===== config.mk =====
export PLATFORM = sky130hd
export DESIGN_NAME = rice_residual_fixed_predictor_decoder_unit
export DESIGN_NICKNAME = d
export VERILOG_FILES = /design/src/hw/rtl/rrfp_pkg.sv /design/src/hw/rtl/rrfp_fifo.sv /design/src/hw/rtl/rrfp_front.sv /design/src/hw/rtl/rrfp_back.sv /design/src/hw/rtl/rice_residual_fixed_predictor_decoder_unit.sv
export SDC_FILE = /design/constraint.sdc
export NUM_CORES = 1
export LEC_CHECK = 0
export ABC_AREA = 1
export BUFFER_PORTS_ARGS = -buffer_cell sky130_fd_sc_hd__buf_2
export CAP_MARGIN = 0
export CORE_ASPECT_RATIO = 0.8
export CORE_UTILIZATION = 59
export DETAILED_ROUTE_END_ITERATION = 6
export HOLD_SLACK_MARGIN = 0.02
export PLACE_DENSITY = 0.77
export SLEW_MARGIN = 20
export SYNTH_ARGS = -nofsm -noshare
export SYNTH_HDL_FRONTEND = slang
export SYNTH_SLANG_ARGS = --single-unit

===== constraint.sdc =====
create_clock -name clk -period 12.64 [get_ports clk]
set_clock_uncertainty 0.2 [all_clocks]
set_input_delay 0.632 -clock clk [delete_from_list [all_inputs] [get_ports clk]]
set_output_delay 0.632 -clock clk [all_outputs]
set_load 0.01 [all_outputs]

===== src/hw/rtl/rrfp_pkg.sv =====
// rrfp_pkg: shared constants and types for the rice residual fixed predictor decoder
// no dependencies
`default_nettype none

package rrfp_pkg;

  localparam int QUOTIENT_W  = 22;
  localparam int REMAINDER_W = 16;
  localparam int RICE_K_W    = 5;
  localparam int ORDER_W     = 2;

  typedef enum logic [ORDER_W-1:0] {
    ORDER_1 = 2'd0,
    ORDER_2 = 2'd1,
    ORDER_3 = 2'd2,
    ORDER_4 = 2'd3
  } order_t;

endpackage

`default_nettype wire


===== src/hw/rtl/rrfp_fifo.sv =====
// rrfp_fifo: small register queue with count-based full and empty
// no dependencies
`default_nettype none

module rrfp_fifo #(
  parameter int WIDTH = 8,
  parameter int DEPTH = 2
) (
  input  wire logic             clk,
  input  wire logic             rst,
  input  wire logic             push,
  input  wire logic [WIDTH-1:0] wdata,
  output logic                  full,
  input  wire logic             pop,
  output logic      [WIDTH-1:0] rdata,
  output logic                  empty
);

  localparam int PTR_W = (DEPTH > 1) ? $clog2(DEPTH) : 1;
  localparam int CNT_W = $clog2(DEPTH + 1);

  logic [WIDTH-1:0] mem [DEPTH];
  logic [PTR_W-1:0] wr_ptr, wr_ptr_next;
  logic [PTR_W-1:0] rd_ptr, rd_ptr_next;
  logic [CNT_W-1:0] count, count_next;
  logic             wr_en, rd_en;

  assign full  = (count == CNT_W'(DEPTH));
  assign empty = (count == '0);
  assign wr_en = push & ~full;
  assign rd_en = pop & ~empty;
  assign rdata = mem[rd_ptr];

  always_comb begin
    wr_ptr_next = (wr_ptr == PTR_W'(DEPTH - 1)) ? '0 : wr_ptr + PTR_W'(1);
    rd_ptr_next = (rd_ptr == PTR_W'(DEPTH - 1)) ? '0 : rd_ptr + PTR_W'(1);
    count_next  = count;
    if (wr_en && !rd_en) begin
      count_next = count + CNT_W'(1);
    end else if (rd_en && !wr_en) begin
      count_next = count - CNT_W'(1);
    end
  end

  always_ff @(posedge clk) begin
    if (rst) begin
      wr_ptr <= '0;
      rd_ptr <= '0;
      count  <= '0;
    end else begin
      if (wr_en) begin
        wr_ptr <= wr_ptr_next;
      end
      if (rd_en) begin
        rd_ptr <= rd_ptr_next;
      end
      count <= count_next;
    end
  end

  always_ff @(posedge clk) begin
    if (wr_en) begin
      mem[wr_ptr] <= wdata;
    end
  end

endmodule

`default_nettype wire


===== src/hw/rtl/rrfp_front.sv =====
// rrfp_front: rice code to mapped value and signed residual fold
// depends on rrfp_pkg
`default_nettype none

module rrfp_front #(
  parameter int SAMPLE_BITS = 18,
  parameter int MAPPED_BITS = 24
) (
  input  wire logic [rrfp_pkg::QUOTIENT_W-1:0]  quotient,
  input  wire logic [rrfp_pkg::REMAINDER_W-1:0] remainder,
  input  wire logic [rrfp_pkg::RICE_K_W-1:0]    rice_k,
  output logic      [SAMPLE_BITS-1:0]           residual
);

  import rrfp_pkg::*;

  localparam int WIDE_W = MAPPED_BITS + SAMPLE_BITS;

  logic [MAPPED_BITS-1:0] q_ext;
  logic [MAPPED_BITS-1:0] r_ext;
  logic [MAPPED_BITS-1:0] mapped;
  logic [WIDE_W-1:0]      half_wide;
  logic [SAMPLE_BITS-1:0] half;

  // odd values fold to -(v+1)/2, which is the complement of v/2
  always_comb begin
    q_ext     = MAPPED_BITS'(quotient);
    r_ext     = MAPPED_BITS'(remainder);
    mapped    = (q_ext << rice_k) + r_ext;
    half_wide = WIDE_W'(mapped >> 1);
    half      = half_wide[SAMPLE_BITS-1:0];
    residual  = mapped[0] ? ~half : half;
  end

endmodule

`default_nettype wire


===== src/hw/rtl/rrfp_back.sv =====
// rrfp_back: fixed polynomial prediction, sample reconstruction and history
// depends on rrfp_pkg
`default_nettype none

module rrfp_back #(
  parameter int SAMPLE_BITS = 18
) (
  input  wire logic                         clk,
  input  wire logic                         rst,
  input  wire logic                         in_avail,
  input  wire logic [SAMPLE_BITS-1:0]       residual,
  input  wire logic [rrfp_pkg::ORDER_W-1:0] order_sel,
  output logic                              in_take,
  input  wire logic                         out_full,
  output logic                              out_push,
  output logic      [SAMPLE_BITS-1:0]       sample
);

  import rrfp_pkg::*;

  logic [SAMPLE_BITS-1:0] history [4];
  logic [SAMPLE_BITS-1:0] h0, h1, h2, h3;
  logic [SAMPLE_BITS-1:0] prediction;
  logic [SAMPLE_BITS-1:0] diff01;
  order_t                 order;

  assign in_take  = in_avail & ~out_full;
  assign out_push = in_take;

  always_comb begin
    h0     = history[0];
    h1     = history[1];
    h2     = history[2];
    h3     = history[3];
    order  = order_t'(order_sel);
    diff01 = h0 - h1;
    case (order)
      ORDER_1: prediction = h0;
      ORDER_2: prediction = (h0 << 1) - h1;
      ORDER_3: prediction = (diff01 << 1) + diff01 + h2;
      ORDER_4: prediction = ((h0 + h2) << 2) - (h1 << 2) - (h1 << 1) - h3;
      default: prediction = h0;
    endcase
    sample = residual + prediction;
  end

  always_ff @(posedge clk) begin
    if (rst) begin
      history[0] <= '0;
      history[1] <= '0;
      history[2] <= '0;
      history[3] <= '0;
    end else if (in_take) begin
      history[0] <= sample;
      history[1] <= history[0];
      history[2] <= history[1];
      history[3] <= history[2];
    end
  end

endmodule

`default_nettype wire


===== src/hw/rtl/rice_residual_fixed_predictor_decoder_unit.sv =====
// rice residual fixed predictor decoder: front fold, item queue, predictor back end
// depends on rrfp_pkg, rrfp_front, rrfp_fifo, rrfp_back
// path: an item is registered in the middle queue, its sample then in the output queue
// throughput: one item per cycle while the output queue is not full
// reset: synchronous; history cleared to zero, both two-entry queues emptied
`default_nettype none

module rice_residual_fixed_predictor_decoder_unit #(
  parameter int SAMPLE_BITS = 18,
  parameter int MAPPED_BITS = 24
) (
  input  wire logic                             clk,
  input  wire logic                             rst,
  input  wire logic                             push,
  output logic                                  full,
  input  wire logic [rrfp_pkg::QUOTIENT_W-1:0]  quotient,
  input  wire logic [rrfp_pkg::REMAINDER_W-1:0] remainder,
  input  wire logic [rrfp_pkg::RICE_K_W-1:0]    rice_k,
  input  wire logic [rrfp_pkg::ORDER_W-1:0]     order_sel,
  output logic                                  empty,
  input  wire logic                             pop,
  output logic signed [SAMPLE_BITS-1:0]         sample
);

  import rrfp_pkg::*;

  localparam int ITEM_W = SAMPLE_BITS + ORDER_W;

  logic [SAMPLE_BITS-1:0] residual;
  logic [ITEM_W-1:0]      mid_wdata, mid_rdata;
  logic                   mid_empty, mid_pop;
  logic                   out_full, out_push;
  logic [SAMPLE_BITS-1:0] back_sample;
  logic [SAMPLE_BITS-1:0] out_rdata;

  rrfp_front #(
    .SAMPLE_BITS(SAMPLE_BITS),
    .MAPPED_BITS(MAPPED_BITS)
  ) u_front (
    .quotient (quotient),
    .remainder(remainder),
    .rice_k   (rice_k),
    .residual (residual)
  );

  assign mid_wdata = {order_sel, residual};

  rrfp_fifo #(
    .WIDTH(ITEM_W),
    .DEPTH(2)
  ) u_mid_q (
    .clk  (clk),
    .rst  (rst),
    .push (push),
    .wdata(mid_wdata),
    .full (full),
    .pop  (mid_pop),
    .rdata(mid_rdata),
    .empty(mid_empty)
  );

  rrfp_back #(
    .SAMPLE_BITS(SAMPLE_BITS)
  ) u_back (
    .clk      (clk),
    .rst      (rst),
    .in_avail (~mid_empty),
    .residual (mid_rdata[SAMPLE_BITS-1:0]),
    .order_sel(mid_rdata[ITEM_W-1:SAMPLE_BITS]),
    .in_take  (mid_pop),
    .out_full (out_full),
    .out_push (out_push),
    .sample   (back_sample)
  );

  rrfp_fifo #(
    .WIDTH(SAMPLE_BITS),
    .DEPTH(2)
  ) u_out_q (
    .clk  (clk),
    .rst  (rst),
    .push (out_push),
    .wdata(back_sample),
    .full (out_full),
    .pop  (pop),
    .rdata(out_rdata),
    .empty(empty)
  );

  assign sample = $signed(out_rdata);

endmodule

`default_nettype wire


==> flow_summary.yaml <==
cts:
  cts_resized: 0
  clkLatencyLatePin_ns: 0.44
  cts_root_buf: "clkbuf_16"
  post_cts_buffers: 0
  hold_buffers: 0
  cts_max_path_buffers: 2
  path_clk_slew_ns: 0.07
  cts_buffers: 17
  h-tree-depth: 4
  cts_sinks: 158
  cts_tree: "built"
sta:
  min_period_over_period_pct: 51.9
  fin_tns_setup_ns: 0
  relSlewSlack_pct: 25.0
  final-hold-violation-count: 0
  min_period_ns: 6.56
  timing.fmax_mhz: 152
  tightestPinTransition_ns: 1.12
  rsz0062_at_grt: "false"
  hold_slack_ns: 0.188
  setup_violations: 0
  slew_viol_final: 0
run:
  maxCapViolations: 0
yosys:
  synthTopCellsByArea: "edfxtp_1 (32%), ha_1 (11%), nand2_1 (8.0%)"
  netlist_area_sq_mm: 0.0140
  synthCells: 1705
  ys_seq_area_share_pct: 33.2
  synth_ff_type: "edfxtp_1"
  avgSynthCellArea_sq_um: 8.21
  synth_edf_count: 148
  ys_types: 57
  synth_top_cell_area_share_pct: 31.8
  synthArstFlopShare_pct: 0
  yosys_warnings: 0
  ys_ff_latch: 158
  synth_nets: 1924
  synth_top_cell_by_area: "edfxtp_1"
outcome:
  status: "complete, no violations"
critical_path:
  cpPeakStageDelay_ns: 0.52
  crit_path_start_kind: "flip-flop"
  crit_path_max_fanout: 6
  r2r_cells: 32
  worstReg2RegStart: "u_back.history[1][0]"
  arrival_ns: 6.52
  rrSetupSlack_ns: 6.08
  endpoint_kind: "flip-flop"
  critPathLaunch: "u_back.history[1][0]"
  worstPathRequired_ns: 12.60
  critPathSlowestCell: "edfxtp_1"
  r2r_end: "u_back.history[0][17]"
  critPathKind: "reg2reg"
final_layout:
  finalNonFillerCells: 2092
  final_net_count: 1986
  fin_area_sq_mm: 0.0152
  drive_gt1_share_pct: 10.6
  syn_to_final_growth_pct: 8.99
  num_antenna_cells: 0
grt:
  overflow: 0
  antenna_found_initial: 0
  grt_pass1_vias: 11305
  grt_max_degree: 74
  grt_pass1_wl_mm: 56.6
  gr-usage-all-layers_pct: 29.8
drt:
  route.antenna.remaining_nets: 0
  wl_per_cell_um: 16.7
  drtIter0Drc: 867
  viasPerCell: 5.59
  drt-total-wl_mm: 34.9
  vias: 11690
  drc: 0
  drt-pass1-iter-count: 5
placed_design:
  portBuffers: 65
  dp.cells: 2060
  placed_area_sq_mm: 0.0146
  dp.final_hpwl_mm: 27.6
  gp_congestion: 0.949
floorplan:
  num_io_pins: 69
  die_x_um: 174
  die_area_sq_mm: 0.0243
  initial_core_util_pct: 60.0
  coreArea_sq_mm: 0.0233
  die_h_um: 140
  floorplan.rows: 50
hold_path:
  min_from: "order_sel[1]"
  holdPathEnd: "u_mid_q.mem[0][19]"
  min_path_type: "in2reg"
  hold_path_depth: 1
[cell families after synthesis]
family / count (synthesis) / synth area share, %
compound gates: 325 / 13.2
xor+xnor: 92 / 5.92
fa+ha+maj: 170 / 17.9
buf+inv: 307 / 8.38
flops: 158 / 33.2
mux: 38 / 3.03
simple gates: 615 / 18.4
[worst max path at each step]
stage	endpoint	slack [ns]	depth (start not counted)
5_1_grt	u_out_q.mem[0][17]	5.64	32
3_5_place_dp	u_back.history[0][17]	6.14	32
3_3_place_gp	u_back.history[0][17]	6.21	32
2_1_floorplan	u_out_q.mem[0][17]	7.17	33
6_report	u_back.history[0][17]	6.08	32
4_1_cts	u_back.history[0][17]	6.12	32
[worst max-delay path: cells and delay by family, from the launching register on]
family	cells	cell delay, ns
xor gates and xnor gates	2	0.47
buffers and inverters	4	0.35
AOI/OAI and AO/OA	7	0.93
and+or+nand+nor	14	1.94
adders and majority gates	5	1.92
DFF	1	0.52
[through the flow]
step                      util [%]  setup slack, ns
after floorplan                  -             7.17
after global placement        62.7             6.21
after detailed placement      62.7             6.14
after CTS                     65.3             6.12
after global routing          65.4             5.64
final                         65.4             6.08
[area by class of cell]
| cell class | instances | area [sq um] |
|---|---|---|
| Tap cell | 312 | 390 |
| Fill cell | 1979 | 8090 |
| Sequential cell | 158 | 4640 |
| Inverter | 281 | 1060 |
| Timing Repair Buffer | 69 | 355 |
| Clock inverter | 15 | 184 |
| Clock buffer | 17 | 425 |
| Multi-Input combinational cell | 1240 | 8190 |
[state kept, by name (all words and copies together), names as in the netlist, named ones only]
register / count
u_mid_q.count: 2
u_out_q.mem: 36
u_mid_q.wr_ptr: 1
u_mid_q.mem: 40
u_back.history: 72
u_out_q.rd_ptr: 1
u_out_q.wr_ptr: 1
u_out_q.count: 2
u_mid_q.rd_ptr: 1
[cell usage after synthesis, types with 10 or more instances]
cell type,number
nand2_1,300
inv_1,267
nor2_1,181
edfxtp_1,148
a21oi_1,134
ha_1,120
o21ai_0,97
nand3_1,82
xor2_1,57
fa_1,50
mux2_2,35
xnor2_1,32
clkbuf_1,18
o21ai_1,17
a31oi_1,15
inv_2,13
nand4_1,13
nor3_1,13
dfxtp_1,10
[placed cells by master (no fill, tap or decap), drive strengths merged, types with 2 or more instances in the layout]
cell type,count
ha,120
a31oi,15
o21bai,10
o31ai,4
dfxtp,10
a21o,6
buf,69
mux2i,3
a211oi,4
clkbuf,17
mux2,35
edfxtp,148
a21boi,7
nor4,3
clkinv,6
nand3,85
xor2,60
a21oi,136
nor2,187
xnor2,32
inv,290
nor3,13
o22ai,6
o21ai,118
nand4,13
nand2,309
o2111ai,3
a41oi,4
fa,50
or2,2
o211ai,8
[routing by layer]
| metal | share of wire, % | vias to the layer above | global-route usage, % |
|---|---|---|---|
| met3 | 5.9 | 45 | 4.64 |
| met2 | 46 | 340 | 48.5 |
| met5 | 0 | - | 0 |
| met1 | 47 | 5497 | 41.6 |
| li1 | - | 5808 | - |
| met4 | 1.6 | 0 | 7.43 |
Power is not shown: default switching activity piles up to over one toggle a cycle in this logic, so the estimate is an artifact.
